===== src/rtl/pwm_alloc_pkg.sv =====
package pwm_alloc_pkg;

  localparam int NUM_CHANNELS = 8;
  localparam int NUM_TIMERS = 4;

  localparam int CMD_W = 2;
  localparam int FREQ_W = 26;
  localparam int SLOT_W = 3;
  localparam int CLOCK_W = 27;
  localparam int STATUS_W = 2;
  localparam int DUTY_W = 4;
  localparam int USERS_W = 8;

  localparam int CH_IDX_W = (NUM_CHANNELS > 1) ? $clog2(NUM_CHANNELS) : 1;
  localparam int TM_IDX_W = (NUM_TIMERS > 1) ? $clog2(NUM_TIMERS) : 1;

  localparam int DUTY_MIN = 1;
  localparam int DUTY_MAX = 14;
  localparam int SHIFT_W = FREQ_W + DUTY_MAX;

  localparam logic [CLOCK_W-1:0] CLOCK_RESET = 27'd80000000;
  localparam logic [USERS_W-1:0] USERS_MAX = 8'd255;

  localparam logic [CMD_W-1:0] CMD_ALLOC_CH = 2'd0;
  localparam logic [CMD_W-1:0] CMD_FREE_CH = 2'd1;
  localparam logic [CMD_W-1:0] CMD_ALLOC_TM = 2'd2;
  localparam logic [CMD_W-1:0] CMD_FREE_TM = 2'd3;

  localparam logic [STATUS_W-1:0] STATUS_OK = 2'd0;
  localparam logic [STATUS_W-1:0] STATUS_NONE_FREE = 2'd1;
  localparam logic [STATUS_W-1:0] STATUS_RANGE = 2'd2;

  typedef struct packed {
    logic accept;
    logic res_step;
    logic load_out;
  } pwm_alloc_cmd_t;

  typedef struct packed {
    logic need_res;
    logic res_last;
  } pwm_alloc_stat_t;

endpackage


===== src/rtl/pwm_alloc_ctrl.sv =====
module pwm_alloc_ctrl (
  input  logic                          clk,
  input  logic                          rst,
  input  logic                          in_valid,
  output logic                          in_ready,
  output logic                          out_valid,
  input  logic                          out_ready,
  input  pwm_alloc_pkg::pwm_alloc_stat_t stat,
  output pwm_alloc_pkg::pwm_alloc_cmd_t  ctl
);
  import pwm_alloc_pkg::*;

  localparam logic [1:0] S_IDLE = 2'd0;
  localparam logic [1:0] S_RES = 2'd1;
  localparam logic [1:0] S_DONE = 2'd2;

  logic [1:0] state;
  logic [1:0] state_next;

  assign in_ready = (state == S_IDLE);

  always_comb begin
    state_next = state;
    ctl = '0;
    unique case (state)
      S_IDLE: begin
        if (in_valid) begin
          ctl.accept = 1'b1;
          state_next = stat.need_res ? S_RES : S_DONE;
        end
      end
      S_RES: begin
        ctl.res_step = 1'b1;
        if (stat.res_last) begin
          state_next = S_DONE;
        end
      end
      S_DONE: begin
        if (!out_valid || out_ready) begin
          ctl.load_out = 1'b1;
          state_next = S_IDLE;
        end
      end
      default: begin
        state_next = S_IDLE;
      end
    endcase
  end

  always_ff @(posedge clk) begin
    if (rst) begin
      state <= S_IDLE;
      out_valid <= 1'b0;
    end else begin
      state <= state_next;
      if (ctl.load_out) begin
        out_valid <= 1'b1;
      end else if (out_ready) begin
        out_valid <= 1'b0;
      end
    end
  end

endmodule


===== src/rtl/pwm_alloc_dp.sv =====
module pwm_alloc_dp (
  input  logic                                   clk,
  input  logic                                   rst,
  input  logic                                   cfg_we,
  input  logic [pwm_alloc_pkg::CLOCK_W-1:0]      source_clock_hz,
  input  logic [pwm_alloc_pkg::CMD_W-1:0]        cmd,
  input  logic [pwm_alloc_pkg::FREQ_W-1:0]       freq_hz,
  input  logic [pwm_alloc_pkg::SLOT_W-1:0]       slot_index,
  input  pwm_alloc_pkg::pwm_alloc_cmd_t          ctl,
  output pwm_alloc_pkg::pwm_alloc_stat_t         stat,
  output logic [pwm_alloc_pkg::STATUS_W-1:0]     status,
  output logic [pwm_alloc_pkg::SLOT_W-1:0]       granted_index,
  output logic [pwm_alloc_pkg::DUTY_W-1:0]       duty_bits
);
  import pwm_alloc_pkg::*;

  logic [CLOCK_W-1:0] clock_hz;
  logic [NUM_CHANNELS-1:0] channel_in_use;
  logic [FREQ_W-1:0] timer_frequency [NUM_TIMERS];
  logic [USERS_W-1:0] timer_users [NUM_TIMERS];

  logic [STATUS_W-1:0] res_status;
  logic [SLOT_W-1:0] res_grant;
  logic [DUTY_W-1:0] res_dbits;
  logic [SHIFT_W-1:0] shifted;
  logic [DUTY_W-1:0] step_k;

  logic ch_found;
  logic [SLOT_W-1:0] ch_grant;
  logic share_found;
  logic [SLOT_W-1:0] share_grant;
  logic free_found;
  logic [SLOT_W-1:0] free_grant;
  logic ch_in_range;
  logic tm_in_range;
  logic [CH_IDX_W-1:0] ch_slot;
  logic [TM_IDX_W-1:0] tm_slot;
  logic [TM_IDX_W-1:0] share_idx;
  logic [TM_IDX_W-1:0] free_idx;

  always_comb begin
    ch_found = 1'b0;
    ch_grant = '0;
    for (int i = NUM_CHANNELS - 1; i >= 0; i--) begin
      if (!channel_in_use[i]) begin
        ch_found = 1'b1;
        ch_grant = SLOT_W'(i);
      end
    end
  end

  always_comb begin
    share_found = 1'b0;
    share_grant = '0;
    free_found = 1'b0;
    free_grant = '0;
    for (int i = NUM_TIMERS - 1; i >= 0; i--) begin
      if (timer_users[i] != '0 && timer_frequency[i] == freq_hz) begin
        share_found = 1'b1;
        share_grant = SLOT_W'(i);
      end
      if (timer_users[i] == '0) begin
        free_found = 1'b1;
        free_grant = SLOT_W'(i);
      end
    end
  end

  assign ch_in_range = ({1'b0, slot_index} < (SLOT_W + 1)'(NUM_CHANNELS));
  assign tm_in_range = ({1'b0, slot_index} < (SLOT_W + 1)'(NUM_TIMERS));
  assign ch_slot = slot_index[CH_IDX_W-1:0];
  assign tm_slot = slot_index[TM_IDX_W-1:0];
  assign share_idx = share_grant[TM_IDX_W-1:0];
  assign free_idx = free_grant[TM_IDX_W-1:0];

  assign stat.need_res = (cmd == CMD_ALLOC_TM) && (share_found || free_found);
  assign stat.res_last = (step_k == DUTY_W'(DUTY_MAX));

  always_ff @(posedge clk) begin
    if (rst) begin
      clock_hz <= CLOCK_RESET;
      channel_in_use <= '0;
      for (int i = 0; i < NUM_TIMERS; i++) begin
        timer_frequency[i] <= '0;
        timer_users[i] <= '0;
      end
    end else begin
      if (cfg_we) begin
        clock_hz <= source_clock_hz;
      end
      if (ctl.accept) begin
        case (cmd)
          CMD_ALLOC_CH: begin
            if (ch_found) begin
              channel_in_use[ch_grant[CH_IDX_W-1:0]] <= 1'b1;
            end
          end
          CMD_FREE_CH: begin
            if (ch_in_range) begin
              channel_in_use[ch_slot] <= 1'b0;
            end
          end
          CMD_ALLOC_TM: begin
            if (share_found) begin
              if (timer_users[share_idx] != USERS_MAX) begin
                timer_users[share_idx] <= timer_users[share_idx] + 1'b1;
              end
            end else if (free_found) begin
              timer_frequency[free_idx] <= freq_hz;
              timer_users[free_idx] <= USERS_W'(1);
            end
          end
          default: begin
            if (tm_in_range && timer_users[tm_slot] != '0) begin
              timer_users[tm_slot] <= timer_users[tm_slot] - 1'b1;
            end
          end
        endcase
      end
    end
  end

  always_ff @(posedge clk) begin
    if (ctl.accept) begin
      shifted <= SHIFT_W'(freq_hz) << 1;
      step_k <= DUTY_W'(DUTY_MIN);
      case (cmd)
        CMD_ALLOC_CH: begin
          res_status <= ch_found ? STATUS_OK : STATUS_NONE_FREE;
          res_grant <= ch_found ? ch_grant : '0;
          res_dbits <= '0;
        end
        CMD_FREE_CH: begin
          res_status <= ch_in_range ? STATUS_OK : STATUS_RANGE;
          res_grant <= '0;
          res_dbits <= '0;
        end
        CMD_ALLOC_TM: begin
          if (share_found || free_found) begin
            res_status <= STATUS_OK;
            res_grant <= share_found ? share_grant : free_grant;
            res_dbits <= DUTY_W'(DUTY_MIN);
          end else begin
            res_status <= STATUS_NONE_FREE;
            res_grant <= '0;
            res_dbits <= '0;
          end
        end
        default: begin
          res_status <= tm_in_range ? STATUS_OK : STATUS_RANGE;
          res_grant <= '0;
          res_dbits <= '0;
        end
      endcase
    end else if (ctl.res_step) begin
      if (shifted <= SHIFT_W'(clock_hz)) begin
        res_dbits <= step_k;
      end
      shifted <= shifted << 1;
      step_k <= step_k + 1'b1;
    end
    if (ctl.load_out) begin
      status <= res_status;
      granted_index <= res_grant;
      duty_bits <= res_dbits;
    end
  end

endmodule


===== src/rtl/pwm_channel_timer_allocator.sv =====
// Channel commands and timer frees go straight from acceptance to output load.
// A successful timer allocation runs the 14-step shift-compare duty resolution
// search between accept and output load.
// One transaction is in progress at a time; the output register holds a result
// while the next transaction's work runs. Synchronous reset clears all masks,
// counts and frequencies and sets the source clock to 80 MHz.
module pwm_channel_timer_allocator (
  input  logic                                clk,
  input  logic                                rst,
  input  logic                                cfg_we,
  input  logic [pwm_alloc_pkg::CLOCK_W-1:0]   source_clock_hz,
  input  logic                                in_valid,
  output logic                                in_ready,
  input  logic [pwm_alloc_pkg::CMD_W-1:0]     cmd,
  input  logic [pwm_alloc_pkg::FREQ_W-1:0]    freq_hz,
  input  logic [pwm_alloc_pkg::SLOT_W-1:0]    slot_index,
  output logic                                out_valid,
  input  logic                                out_ready,
  output logic [pwm_alloc_pkg::STATUS_W-1:0]  status,
  output logic [pwm_alloc_pkg::SLOT_W-1:0]    granted_index,
  output logic [pwm_alloc_pkg::DUTY_W-1:0]    duty_bits
);
  import pwm_alloc_pkg::*;

  pwm_alloc_cmd_t ctl;
  pwm_alloc_stat_t stat;

  pwm_alloc_ctrl u_ctrl (
    .clk       (clk),
    .rst       (rst),
    .in_valid  (in_valid),
    .in_ready  (in_ready),
    .out_valid (out_valid),
    .out_ready (out_ready),
    .stat      (stat),
    .ctl       (ctl)
  );

  pwm_alloc_dp u_dp (
    .clk             (clk),
    .rst             (rst),
    .cfg_we          (cfg_we),
    .source_clock_hz (source_clock_hz),
    .cmd             (cmd),
    .freq_hz         (freq_hz),
    .slot_index      (slot_index),
    .ctl             (ctl),
    .stat            (stat),
    .status          (status),
    .granted_index   (granted_index),
    .duty_bits       (duty_bits)
  );

`ifndef SYNTHESIS
  a_busy_after_accept: assert property (@(posedge clk) disable iff (rst)
    in_valid && in_ready |=> !in_ready)
    else $error("input accepted while a transaction was in progress");

  a_grant_zero_on_fail: assert property (@(posedge clk) disable iff (rst)
    out_valid && status != STATUS_OK |-> granted_index == '0 && duty_bits == '0)
    else $error("failed transaction reports a grant or duty resolution");

  a_duty_range: assert property (@(posedge clk) disable iff (rst)
    out_valid && duty_bits != '0 |-> duty_bits <= DUTY_W'(DUTY_MAX))
    else $error("duty resolution out of range");
`endif

endmodule

===== config.mk =====
export PLATFORM = sky130hd
export DESIGN_NAME = pwm_channel_timer_allocator
export DESIGN_NICKNAME = d
export VERILOG_FILES = /design/src/rtl/pwm_alloc_pkg.sv /design/src/rtl/pwm_alloc_ctrl.sv /design/src/rtl/pwm_alloc_dp.sv /design/src/rtl/pwm_channel_timer_allocator.sv
export SDC_FILE = /design/constraint.sdc
export NUM_CORES = 1
export LEC_CHECK = 0
export ABC_AREA = 1
export BUFFER_PORTS_ARGS = -buffer_cell sky130_fd_sc_hd__buf_2
export CAP_MARGIN = 30
export CORE_ASPECT_RATIO = 0.5
export CORE_UTILIZATION = 53
export DETAILED_ROUTE_END_ITERATION = 8
export PLACE_DENSITY = 0.74
export SYNTH_ARGS = -nofsm -noshare
export SYNTH_HDL_FRONTEND = slang
export SYNTH_HIERARCHICAL = 1
export SYNTH_SLANG_ARGS = --single-unit

===== constraint.sdc =====
create_clock -name clk -period 4.5 [get_ports clk]
set_input_delay 0.675 -clock clk [delete_from_list [all_inputs] [get_ports clk]]
set_output_delay 0.675 -clock clk [all_outputs]
set_load 0.02 [all_outputs]

==> Flow_metrics.wiki, run 1 <==
{| class="wikitable"
! Metric !! Value
|-
| Growth of design area from synthesis to finish || 10.3%
|-
| Post_cts resized || 0
|-
| Run status || finished, final reports clean
|-
| Sum of negative setup slack || 0 ns
|-
| Final setup skew || 0.0234 ns
|-
| Post-DR wirelength/cell || approximately 19 µm
|-
| Path class of the lowest-slack min-delay path || input pin to register
|-
| Cell Chain, Critical Path || nor2_1 > nand2_1 > nor2_1 > inv_1 > nand3_1 > nor2_1 > nand3_1 > nand2_1 > nor2_2 > inv_1 > o211ai_1 > nand2_1 > inv_1 > ha_1 > nand3_2 > nor2_4 > nand2_4 > nand4_4 > nand2_1 > nand2_2 > nand2_4 > nand2_1
|-
| Number of buffers on the longest clock path || 3
|-
| Place WS || 0.245 ns
|-
| Vias || 11,100
|-
| Clock-pin slew reported for the worst setup and hold paths after clock tree synthesis || approximately 0.070 ns
|-
| Post-CTS setup-driven buffer insertion count || 0
|-
| Total die area || 0.0257 mm²
|-
| Buffers added on ports || 73
|-
| Share of layout cells above drive strength 1 || 0.139
|-
| Remaining number of nets flagged by the antenna check after routing || 0
|-
| CTS tree || done
|-
| Slack of the critical path || around 0.5 ns
|-
| Post-Syn Area per Cell || about 8.3 µm²
|-
| Vias in the first global route || 10,400
|-
| Critical path startpoint category || register
|-
| Antenna cells || 0
|-
| CP max-delay cell || sky130_fd_sc_hd__edfxtp_1
|-
| Leakage Power || 6.19 nW
|-
| Max-slew violation count || 0
|-
| Pin count of the biggest net entering global routing || 69
|-
| Top_reg_cell synth || sky130_fd_sc_hd__edfxtp_1
|-
| Cell chosen for the clock root || sky130_fd_sc_hd__clkbuf_16
|-
| Worst slew margin relative to its limit || 0.442
|-
| H-tree depth reported by CTS || 1
|-
| Hold-fix buffer count after cts || 0
|-
| Overall die height || 114 µm
|-
| Post-Syn Instances || 1,590
|-
| Area occupied by registers || 0.00651 mm²
|-
| Total area of multi-input combinational cells || 0.00581 mm²
|-
| Final Routed Wirelength || 38,100 µm
|-
| Element type at the critical path end || register
|-
| Commonest cells after routing, fill and taps aside || 330 x sky130_fd_sc_hd__nand2_1, 304 x sky130_fd_sc_hd__nor2_1, 180 x sky130_fd_sc_hd__edfxtp_1
|-
| Number of library cell types mapped by synthesis || 57
|-
| Period Utilization, post-route || 0.890
|-
| Total Nets Final || 1,745
|-
| Power density relative to cell area || 350 mW/mm²
|-
| Highest ir drop seen on vdd || between 0.0002 and 0.0003 V
|-
| Most frequent CP cell || sky130_fd_sc_hd__nand2_1
|-
| EDFF count, synth || 180
|-
| Highest net fanout along the worst path || 9
|-
| Start-to-end type of the worst setup path || register to register
|-
| Number of rows in the core area || 40
|-
| Global-route wire length before repair || 58,500 µm
|-
| Final Setup Violations || 0
|-
| Maximum achievable frequency || around 250 MHz
|-
| Final hold violation count || 0
|-
| Initial core utilization || 0.546
|-
| CP max stage delay || 0.50 ns
|-
| Initial antenna violation count || 0
|-
| RSZ-0062 raised after global routing || false
|-
| Weighted congestion at the end of routability-driven global placement || just under 1
|-
| Initial detailed-routing violation count || around 1,400
|-
| Portion of the post-synthesis area used by sequential elements || 0.491
|-
| Area of the mapped netlist || 0.0133 mm²
|-
| Sink count of the clock tree || approximately 240
|-
| Final worst path period need || 4.00 ns
|-
| Iteration count of the initial detailed-routing pass || 7
|-
| Die Width || 226 µm
|-
| Total track usage || 0.303
|-
| Drt drc || 0
|-
| Pin slew with the least headroom to its limit || between 0.8 and 0.9 ns
|-
| Arrival time at the worst endpoint || 4.21 ns
|-
| Final global-route overflow total || 0
|-
| Vias per cell || roughly 5.6
|-
| DPL Wire Length || 28,600 µm
|-
| Core area || 0.0243 mm²
|-
| Synth warnings || 6
|-
| Clock latency reported for the late side of the worst-skew pair || 0.54 ns
|-
| Required time at the endpoint of the critical path || 4.70 ns
|-
| Number of fillers in the final layout || 2,103
|-
| Cts bufs inserted || 23
|-
| Post-synthesis sequential element count || 235
|-
| Post-synth ARST share || 0
|-
| Post-Syn Nets || 1,684
|-
| Commonest non-fill, non-tap cell in the layout || sky130_fd_sc_hd__nand2_1
|-
| Count of pins on the block boundary || 74
|-
| Number of maximum-capacitance violations || 0
|}
-- registers in the layout (all words and copies together) (netlist names), 3 cells and up --
register / count
u_dp/timer_frequency: 104
u_dp/shifted: 39
u_dp/timer_users: 32
u_dp/clock_hz: 27
u_dp/channel_in_use: 8
u_dp/duty_bits: 4
u_dp/res_dbits: 4
u_dp/step_k: 4
u_dp/granted_index: 3
u_dp/res_grant: 3
-- per-layer routing --
| layer | global-route usage | wire, µm |
|---|---|---|
| met1 | 0.435 | 16800 |
| met2 | 0.477 | 17100 |
| met3 | 0.0577 | 3530 |
| met4 | 0.0662 | 681 |
| met5 | 0 | 0 |
-- kinds of logic after synthesis --
kind of cell,count (synthesis),synth area share
AND/OR/NAND/NOR,815,0.272
flip-flops,235,0.491
buffers and inverters,234,0.0718
AO/OA/AOI/OAI,202,0.0863
XOR/XNOR,73,0.0499
adder cells (fa/ha/maj),31,0.0293
-- worst paths after layout --
check	to	cells past startpoint	start	slack [ns]
setup / recovery	u_dp/timer_users[1][7]$_SDFFCE_PN0P_	22	u_dp/timer_users[1][2]$_SDFFCE_PN0P_	0.50
hold / removal	u_dp/clock_hz[18]$_SDFFE_PP1P_	3	source_clock_hz[18]	0.35
setup reg to reg	u_dp/timer_users[1][7]$_SDFFCE_PN0P_	22	u_dp/timer_users[1][2]$_SDFFCE_PN0P_	0.50
hold reg to reg	u_dp/duty_bits[0]$_DFFE_PP_	0	u_dp/res_dbits[0]$_DFFE_PP_	0.43
-- critical path, delay by kind of cell, from the launching register on --
| kind | cells | cell delay [ns] |
|---|---|---|
| buffers and inverters | 3 | 0.45 |
| flip-flops | 1 | 0.50 |
| adder cells (fa/ha/maj) | 1 | 0.19 |
| AND/OR/NAND/NOR | 17 | 2.43 |
| AO/OA/AOI/OAI | 1 | 0.09 |
-- cells in the mapped netlist (19+ instances only) --
cell type	number	share of area
sky130_fd_sc_hd__xor2_1	20	0.013
sky130_fd_sc_hd__inv_1	145	0.041
sky130_fd_sc_hd__dfxtp_1	55	0.083
sky130_fd_sc_hd__a21oi_1	65	0.025
sky130_fd_sc_hd__clkbuf_1	24	0.0068
sky130_fd_sc_hd__nand2_1	330	0.093
sky130_fd_sc_hd__nand3_1	58	0.022
sky130_fd_sc_hd__nor2_2	21	0.0099
sky130_fd_sc_hd__nor2_1	304	0.086
sky130_fd_sc_hd__xnor2_1	50	0.033
sky130_fd_sc_hd__edfxtp_1	180	0.41
sky130_fd_sc_hd__o21ai_0	96	0.036
sky130_fd_sc_hd__ha_1	31	0.029
sky130_fd_sc_hd__inv_2	30	0.0085
sky130_fd_sc_hd__buf_2	19	0.0072
-- final cells by class --
class	count	share of cell area
Clock buffer	31	0.0450
Clock inverter	8	0.00513
Inverter	182	0.0467
Multi-Input combinational cell	1121	0.397
Sequential cell	235	0.445
Tap cell	336	0.0287
Timing Repair Buffer	88	0.0327
-- metrics by stage --
| step | hold WS, ns | utilization | total power, mW | instance area [µm²] | instances |
|---|---|---|---|---|---|
| after floorplan | 0.400 | - | 2.98 | 13300 | 1590 |
| after global placement | 0.405 | 0.572 | 3.20 | 13900 | 1962 |
| after detailed placement | 0.409 | 0.572 | 3.21 | 13900 | 1962 |
| after CTS | 0.341 | 0.603 | 5.13 | 14600 | 2001 |
| after global routing | 0.363 | 0.603 | 5.29 | 14600 | 2001 |
| final | 0.352 | 0.603 | 5.12 | 14600 | 2001 |
-- where the power goes --
group	leakage, nW	internal, mW	total (mW)	switching [mW]
logic	3.54	0.205	0.655	0.450
clock network	0.366	1.09	1.94	0.850
registers	2.28	2.46	2.53	0.0667
total	6.19	3.75	5.12	1.37
Power figures use the tool's default switching activity.
==> inputs of run 2 (changes only) <==
==> constraint.sdc (replaced) <==
create_clock -name clk -period 4.5 [get_ports clk]
set_input_delay 0.225 -clock clk [delete_from_list [all_inputs] [get_ports clk]]
set_output_delay 0.225 -clock clk [all_outputs]
set_load 0.02 [all_outputs]
==> Flow_metrics.wiki, run 2 (synthesized netlist as in run 1, its figures left out) <==
{| class="wikitable"
! Metric !! Value
|-
| Run status || finished, final reports clean (unchanged)
|-
| Sink count of the clock tree || 235 (unchanged)
|-
| Most used routing layer || met2 (unchanged)
|-
| Post-CTS setup-driven buffer insertion count || 0 (unchanged)
|-
| Critical path startpoint category || register (unchanged)
|-
| Overall die height || 114 µm (unchanged)
|-
| Power density relative to cell area || 347 mW/mm² (was 350 mW/mm²)
|-
| Arrival time at the worst endpoint || 4.41 ns (was 4.21 ns)
|-
| Area occupied by registers || 0.00651 mm² (unchanged)
|-
| Post-layout instance count excluding filler cells || 2,021 (was 2,001)
|-
| Remaining number of nets flagged by the antenna check after routing || 0 (unchanged)
|-
| Iteration count of the initial detailed-routing pass || 5 (was 7)
|-
| Share of layout cells above drive strength 1 || 0.138 (was 0.139)
|-
| Element type at the critical path end || register (unchanged)
|-
| H-tree depth reported by CTS || 1 (unchanged)
|-
| Vias in the first global route || 10,500 (was 10,400)
|-
| Worst slew margin relative to its limit || 0.414 (was 0.442)
|-
| Final Setup Violations || 0 (unchanged)
|-
| Count of pins on the block boundary || 74 (unchanged)
|-
| Pin slew with the least headroom to its limit || 0.878 ns (was 0.836 ns)
|-
| Vias || 11,200 (was 11,100)
|-
| Total Nets Final || 1,764 (was 1,745)
|-
| Final global-route overflow total || 0 (unchanged)
|-
| Total area of multi-input combinational cells || 0.00581 mm² (unchanged)
|-
| RSZ-0062 raised after global routing || false (unchanged)
|-
| Commonest cells after routing, fill and taps aside || 330 x sky130_fd_sc_hd__nand2_1, 304 x sky130_fd_sc_hd__nor2_1, 180 x sky130_fd_sc_hd__edfxtp_1 (unchanged)
|-
| Regs by FF count || u_dp/timer_frequency: 104 flops, u_dp/shifted: 39 flops, u_dp/timer_users: 32 flops (unchanged)
|-
| Leakage Power || 6.27 nW (was 6.19 nW)
|-
| Antenna cells || 0 (unchanged)
|-
| Vias per cell || 5.56 (was 5.55)
|-
| Number of maximum-capacitance violations || 0 (unchanged)
|-
| DPL Wire Length || 28,500 µm (was 28,600 µm)
|-
| Max-slew violation count || 0 (unchanged)
|-
| Biggest register || u_dp/timer_frequency (unchanged)
|-
| Cell chosen for the clock root || sky130_fd_sc_hd__clkbuf_16 (unchanged)
|-
| Final hold violation count || 0 (unchanged)
|-
| Drt drc || 0 (unchanged)
|-
| Highest net fanout along the worst path || 9 (unchanged)
|-
| Initial antenna violation count || 1 (was 0)
|-
| Die Width || 226 µm (unchanged)
|-
| Number of buffers on the longest clock path || 3 (unchanged)
|-
| Core area || 0.0243 mm² (unchanged)
|-
| Required time at the endpoint of the critical path || 4.70 ns (about the same)
|-
| Final core occ || 0.610 (was 0.603)
|-
| Total die area || 0.0257 mm² (unchanged)
|-
| Maximum achievable frequency || 237 MHz (was 250 MHz)
|-
| Met1 capacity usage during global routing || 0.431 (was 0.435)
|-
| Initial core utilization || 0.546 (unchanged)
|-
| Highest ir drop seen on vdd || 0.000283 V (was 0.000285 V)
|-
| Final worst path period need || 4.21 ns (was 4.00 ns)
|-
| Initial detailed-routing violation count || 1,091 (was 1,363)
|-
| Post-DR wirelength/cell || 19.2 µm (was 19.0 µm)
|-
| Number of rows in the core area || 40 (unchanged)
|-
| Commonest non-fill, non-tap cell in the layout || sky130_fd_sc_hd__nand2_1 (unchanged)
|-
| Number of flip-flops under the largest register name || 104 (unchanged)
|-
| CTS tree || done (unchanged)
|-
| Clock latency reported for the late side of the worst-skew pair || 0.53 ns (was 0.54 ns)
|-
| Met2 demand-to-capacity share in global routing || 0.491 (was 0.477)
|-
| Sum of negative setup slack || 0 ns (unchanged)
|-
| Final Routed Wirelength || 38,800 µm (was 38,100 µm)
|-
| Global-route wire length before repair || 58,800 µm (was 58,500 µm)
|-
| Cts bufs inserted || 22 (was 23)
|-
| Buffers added on ports || 73 (unchanged)
|-
| Placed insts || 1,963 (was 1,962)
|-
| Pin count of the biggest net entering global routing || 70 (was 69)
|-
| Total track usage || 0.305 (was 0.303)
|-
| Number of fillers in the final layout || 2,128 (was 2,103)
|-
| Final setup skew || 0.0168 ns (was 0.0234 ns)
|-
| Period Utilization, post-route || 0.936 (was 0.890)
|-
| Met3 usage in global routing || 0.0520 (was 0.0577)
|-
| Growth of design area from synthesis to finish || 11.7% (was 10.3%)
|-
| Clock-pin slew reported for the worst setup and hold paths after clock tree synthesis || 0.07 ns (about the same)
|-
| Path class of the lowest-slack min-delay path || input pin to register (unchanged)
|-
| Start-to-end type of the worst setup path || register to register (unchanged)
|-
| Weighted congestion at the end of routability-driven global placement || 0.972 (was 0.977)
|}
run 2: area by class of cell:
| cell class | instances | area share |
|---|---|---|
| flip-flops and latches | 235 | 0.439 |
| multi-input cells | 1121 | 0.392 |
| inverters | 182 | 0.0461 |
| repair buffers | 108 | 0.0456 |
| clock buffers | 27 | 0.0413 |
| well taps | 336 | 0.0284 |
| clock inverters | 12 | 0.00760 |
run 2: timing repair:
action | in CTS | in global routing
hold endpoints to repair | 19 | 0
hold buffers | 19 | 0
resized for setup | 0 | 0
run 2: worst paths after layout:
path	startpoint	end	slack [ns]	depth (start not counted)
min	source_clock_hz[14]	u_dp/clock_hz[14]$_SDFFE_PP0P_	0.01	3
max reg2reg	u_dp/timer_users[1][3]$_SDFFCE_PN0P_	u_dp/timer_users[2][7]$_SDFFCE_PN0P_	0.29	22
min reg2reg	u_dp/res_grant[1]$_DFFE_PP_	u_dp/granted_index[1]$_DFFE_PP_	0.43	0
max	u_dp/timer_users[1][3]$_SDFFCE_PN0P_	u_dp/timer_users[2][7]$_SDFFCE_PN0P_	0.29	22
run 2: routing by layer:
metal / wire [µm] / part of all wire
met1: 17100 / 0.44
met2: 17300 / 0.45
met3: 3480 / 0.090
met4: 947 / 0.024
met5: 0 / 0
run 2: where the power goes:
group          leakage (nW)  internal (mW)  switching, mW
logic                  3.63          0.216          0.461
registers              2.28           2.46         0.0646
clock network         0.361           1.09          0.852
total                  6.27           3.76           1.38
run 2: per-stage QoR:
stage          setup WS, ns  hold WS, ns  area (µm²)  total power [mW]
4_1_cts               0.398      0.00167       14800              5.15
5_1_grt              0.0161       0.0136       14800              5.32
3_3_place_gp          0.571        0.405       13900              3.20
3_5_place_dp          0.424        0.410       13900              3.21
6_report              0.287       0.0136       14800              5.14
2_1_floorplan          1.15        0.294       13300              2.98
run 2: worst max-delay path, stage by stage, from the launching register on:
cell and delay (ns):
sky130_fd_sc_hd__edfxtp_1 0.49, sky130_fd_sc_hd__nor2_1 0.13, sky130_fd_sc_hd__nand2_1 0.06, sky130_fd_sc_hd__nor2_1 0.51, sky130_fd_sc_hd__inv_1 0.28, sky130_fd_sc_hd__nand3_1 0.16
sky130_fd_sc_hd__nor2_1 0.05, sky130_fd_sc_hd__nand3_1 0.19, sky130_fd_sc_hd__nand2_1 0.12, sky130_fd_sc_hd__nor2_2 0.18, sky130_fd_sc_hd__inv_1 0.11, sky130_fd_sc_hd__o211ai_1 0.10
sky130_fd_sc_hd__nand2_1 0.14, sky130_fd_sc_hd__inv_1 0.12, sky130_fd_sc_hd__ha_1 0.18, sky130_fd_sc_hd__nand3_2 0.11, sky130_fd_sc_hd__nor2_4 0.16, sky130_fd_sc_hd__nand2_4 0.11
sky130_fd_sc_hd__nand4_4 0.10, sky130_fd_sc_hd__nand2_2 0.06, sky130_fd_sc_hd__nand2_2 0.10, sky130_fd_sc_hd__nand2_4 0.10, sky130_fd_sc_hd__nand2_1 0.31
==> inputs of run 3 (changes only) <==
CORE_ASPECT_RATIO = not set   (was 0.5)
CORE_UTILIZATION = 36   (was 53)
PLACE_DENSITY = 0.55   (was 0.74)
==> Flow_metrics.wiki, run 3 (synthesized netlist as in run 1, its figures left out) <==
{| class="wikitable"
! Metric !! Value
|-
| Flop2flop setup slack || 0.65 ns (was 0.29 ns)
|-
| Number of buffers on the longest clock path || 3 (unchanged)
|-
| Arrival time at the worst endpoint || 4.06 ns (was 4.41 ns)
|-
| H-tree depth reported by CTS || 1 (unchanged)
|-
| Post-DR wirelength/cell || 17.9 µm (was 19.2 µm)
|-
| Number of fillers in the final layout || 3,553 (was 2,128)
|-
| Total Nets Final || 1,772 (was 1,764)
|-
| Number of flip-flops under the largest register name || 104 (unchanged)
|-
| Maximum achievable frequency || 260 MHz (was 237 MHz)
|-
| Final core occ || 0.423 (was 0.610)
|-
| Final Setup Violations || 0 (unchanged)
|-
| Share of layout cells above drive strength 1 || 0.143 (was 0.138)
|-
| Final setup skew || 0.0157 ns (was 0.0168 ns)
|-
| Commonest cells after routing, fill and taps aside || 330 x sky130_fd_sc_hd__nand2_1, 304 x sky130_fd_sc_hd__nor2_1, 180 x sky130_fd_sc_hd__edfxtp_1 (unchanged)
|-
| Run status || finished, final reports clean (unchanged)
|-
| Count of pins on the block boundary || 74 (unchanged)
|-
| Final worst path period need || 3.85 ns (was 4.21 ns)
|-
| Overall die height || 194 µm (was 114 µm)
|-
| Sink count of the clock tree || 235 (unchanged)
|-
| Worst slew margin relative to its limit || 0.353 (was 0.414)
|-
| Vias per cell || 5.00 (was 5.56)
|-
| Remaining number of nets flagged by the antenna check after routing || 0 (unchanged)
|-
| Vias || 10,800 (was 11,200)
|-
| Critical path destination || u_dp/timer_users[1][5]$_SDFFCE_PN0P_ (was u_dp/timer_users[2][7]$_SDFFCE_PN0P_)
|-
| Period Utilization, post-route || 0.856 (was 0.936)
|-
| Total die area || 0.0376 mm² (was 0.0257 mm²)
|-
| Clock latency reported for the late side of the worst-skew pair || 0.55 ns (was 0.53 ns)
|-
| Pin slew with the least headroom to its limit || 0.964 ns (was 0.878 ns)
|-
| Final hold violation count || 0 (unchanged)
|-
| Start-to-end type of the worst setup path || register to register (unchanged)
|-
| Final Routed Wirelength || 38,700 µm (was 38,800 µm)
|-
| Sum of internal, switching and leakage power || 5.46 mW (was 5.14 mW)
|-
| Final global-route overflow total || 0 (unchanged)
|-
| Cell chosen for the clock root || sky130_fd_sc_hd__clkbuf_16 (unchanged)
|-
| Core area || 0.0359 mm² (was 0.0243 mm²)
|-
| CTS tree || done (unchanged)
|-
| Clock-pin slew reported for the worst setup and hold paths after clock tree synthesis || 0.06 ns (was 0.07 ns)
|-
| DPL Wire Length || 28,900 µm (was 28,500 µm)
|-
| Number of rows in the core area || 69 (was 40)
|-
| Vias in the first global route || 10,400 (was 10,500)
|-
| Element type at the critical path end || register (unchanged)
|-
| Antenna cells || 0 (unchanged)
|-
| Iteration count of the initial detailed-routing pass || 6 (was 5)
|-
| Power density relative to cell area || 360 mW/mm² (was 347 mW/mm²)
|-
| Highest ir drop seen on vdd || 0.000215 V (was 0.000283 V)
|-
| Cts bufs inserted || 27 (was 22)
|-
| Global-route wire length before repair || 59,900 µm (was 58,800 µm)
|-
| Growth of design area from synthesis to finish || 14.6% (was 11.7%)
|-
| Die Width || 194 µm (was 226 µm)
|-
| Total track usage || 0.206 (was 0.305)
|-
| Post_cts resized || 0 (unchanged)
|-
| Required time at the endpoint of the critical path || 4.71 ns (was 4.70 ns)
|-
| Placed Instance Area || 0.0141 mm² (was 0.0139 mm²)
|-
| Source of the critical timing path || u_dp/timer_users[2][7]$_SDFFCE_PN0P_ (was u_dp/timer_users[1][3]$_SDFFCE_PN0P_)
|-
| Drt drc || 0 (unchanged)
|-
| Biggest register || u_dp/timer_frequency (unchanged)
|-
| Leakage Power || 6.37 nW (was 6.27 nW)
|-
| Path depth of the worst reg2reg path || 20 (was 22)
|-
| Weighted congestion at the end of routability-driven global placement || 0.880 (was 0.972)
|-
| Post-route cell area || 0.0152 mm² (was 0.0148 mm²)
|-
| Highest net fanout along the worst path || 9 (unchanged)
|-
| Worst slack on hold paths || 0.0160 ns (was 0.0136 ns)
|-
| Sum of negative setup slack || 0 ns (unchanged)
|-
| Buffers added on ports || 73 (unchanged)
|-
| Path class of the lowest-slack min-delay path || input pin to register (unchanged)
|-
| Regs by FF count || u_dp/timer_frequency: 104 flops, u_dp/shifted: 39 flops, u_dp/timer_users: 32 flops (unchanged)
|-
| Critical path startpoint category || register (unchanged)
|-
| Reg2Reg Capture Point || u_dp/timer_users[1][5]$_SDFFCE_PN0P_ (was u_dp/timer_users[2][7]$_SDFFCE_PN0P_)
|-
| Number of maximum-capacitance violations || 0 (unchanged)
|-
| Initial core utilization || 0.369 (was 0.546)
|-
| RSZ-0062 raised after global routing || false (unchanged)
|-
| Initial detailed-routing violation count || 859 (was 1,091)
|-
| Initial antenna violation count || 1 (unchanged)
|-
| Commonest non-fill, non-tap cell in the layout || sky130_fd_sc_hd__nand2_1 (unchanged)
|-
| Max-slew violation count || 0 (unchanged)
|-
| Pin count of the biggest net entering global routing || 51 (was 70)
|-
| Startpoint of the most critical register-to-register path || u_dp/timer_users[2][7]$_SDFFCE_PN0P_ (was u_dp/timer_users[1][3]$_SDFFCE_PN0P_)
|}
==> run 3: layout make-up <==
cell class                 count  area (µm²)  area share
multi-input combinational   1121        5810       0.382
timing repair buffer         111         706      0.0465
clock buffer                  34         722      0.0475
sequential                   235        6510       0.428
clock inverter                16         191      0.0126
inverter                     182         683      0.0450
tap                          461         577      0.0380
==> run 3: timing repair <==
item,CTS,global route
endpoints found under the hold margin,22,0
setup buffers,0,0
hold buffers,22,0
==> run 3: metrics by stage <==
| step | worst slack [ns] | instances |
|---|---|---|
| 6_report | 0.649 | 2160 |
| 2_1_floorplan | 1.15 | 1590 |
| 4_1_cts | 0.625 | 2160 |
| 5_1_grt | 0.368 | 2160 |
| 3_5_place_dp | 0.656 | 2088 |
| 3_3_place_gp | 0.626 | 2088 |
==> run 3: how the worst min path moves through the flow <==
stage | end | start | depth (start not counted) | slack, ns
6_report | u_dp/clock_hz[9]$_SDFFE_PP0P_ | source_clock_hz[9] | 3 | 0.02
3_5_place_dp | u_dp/granted_index[0]$_DFFE_PP_ | u_dp/res_grant[0]$_DFFE_PP_ | 0 | 0.41
4_1_cts | u_dp/channel_in_use[5]$_SDFFE_PP0P_ | cmd[0] | 2 | 0.0008
2_1_floorplan | u_ctrl/out_valid$_SDFFE_PP0P_ | rst | 1 | 0.29
5_1_grt | u_dp/channel_in_use[5]$_SDFFE_PP0P_ | cmd[0] | 2 | 0.04
3_3_place_gp | u_dp/granted_index[0]$_DFFE_PP_ | u_dp/res_grant[0]$_DFFE_PP_ | 0 | 0.40
==> run 3: critical path: stages, from the launching register on <==
cell	delay (ns)
sky130_fd_sc_hd__edfxtp_1	0.50
sky130_fd_sc_hd__nor2_1	0.17
sky130_fd_sc_hd__nand2_1	0.07
sky130_fd_sc_hd__nor2_1	0.37
sky130_fd_sc_hd__nor2_1	0.10
sky130_fd_sc_hd__nand2_1	0.08
sky130_fd_sc_hd__nor2_1	0.05
sky130_fd_sc_hd__a21oi_1	0.34
sky130_fd_sc_hd__nor2_2	0.12
sky130_fd_sc_hd__inv_1	0.13
sky130_fd_sc_hd__o211ai_1	0.10
sky130_fd_sc_hd__nand2_1	0.14
sky130_fd_sc_hd__inv_1	0.09
sky130_fd_sc_hd__ha_1	0.21
sky130_fd_sc_hd__nand3_2	0.11
sky130_fd_sc_hd__nor2_4	0.05
sky130_fd_sc_hd__nand2_4	0.12
sky130_fd_sc_hd__nand4_4	0.11
sky130_fd_sc_hd__a21oi_4	0.23
sky130_fd_sc_hd__nand2_4	0.14
sky130_fd_sc_hd__nand2_1	0.29
==> run 3: power breakdown <==
part | internal [mW] | total, mW | switching, mW | leakage [nW]
Sequential | 2.46 | 2.52 | 0.0627 | 2.28
Combinational | 0.217 | 0.664 | 0.447 | 3.64
Clock | 1.37 | 2.28 | 0.912 | 0.449
==> run 3: layer usage <==
layer	track usage	routed length [µm]
met4	0.0544	862
met5	0	0
met2	0.330	17400
met1	0.292	18300
met3	0.0278	2060
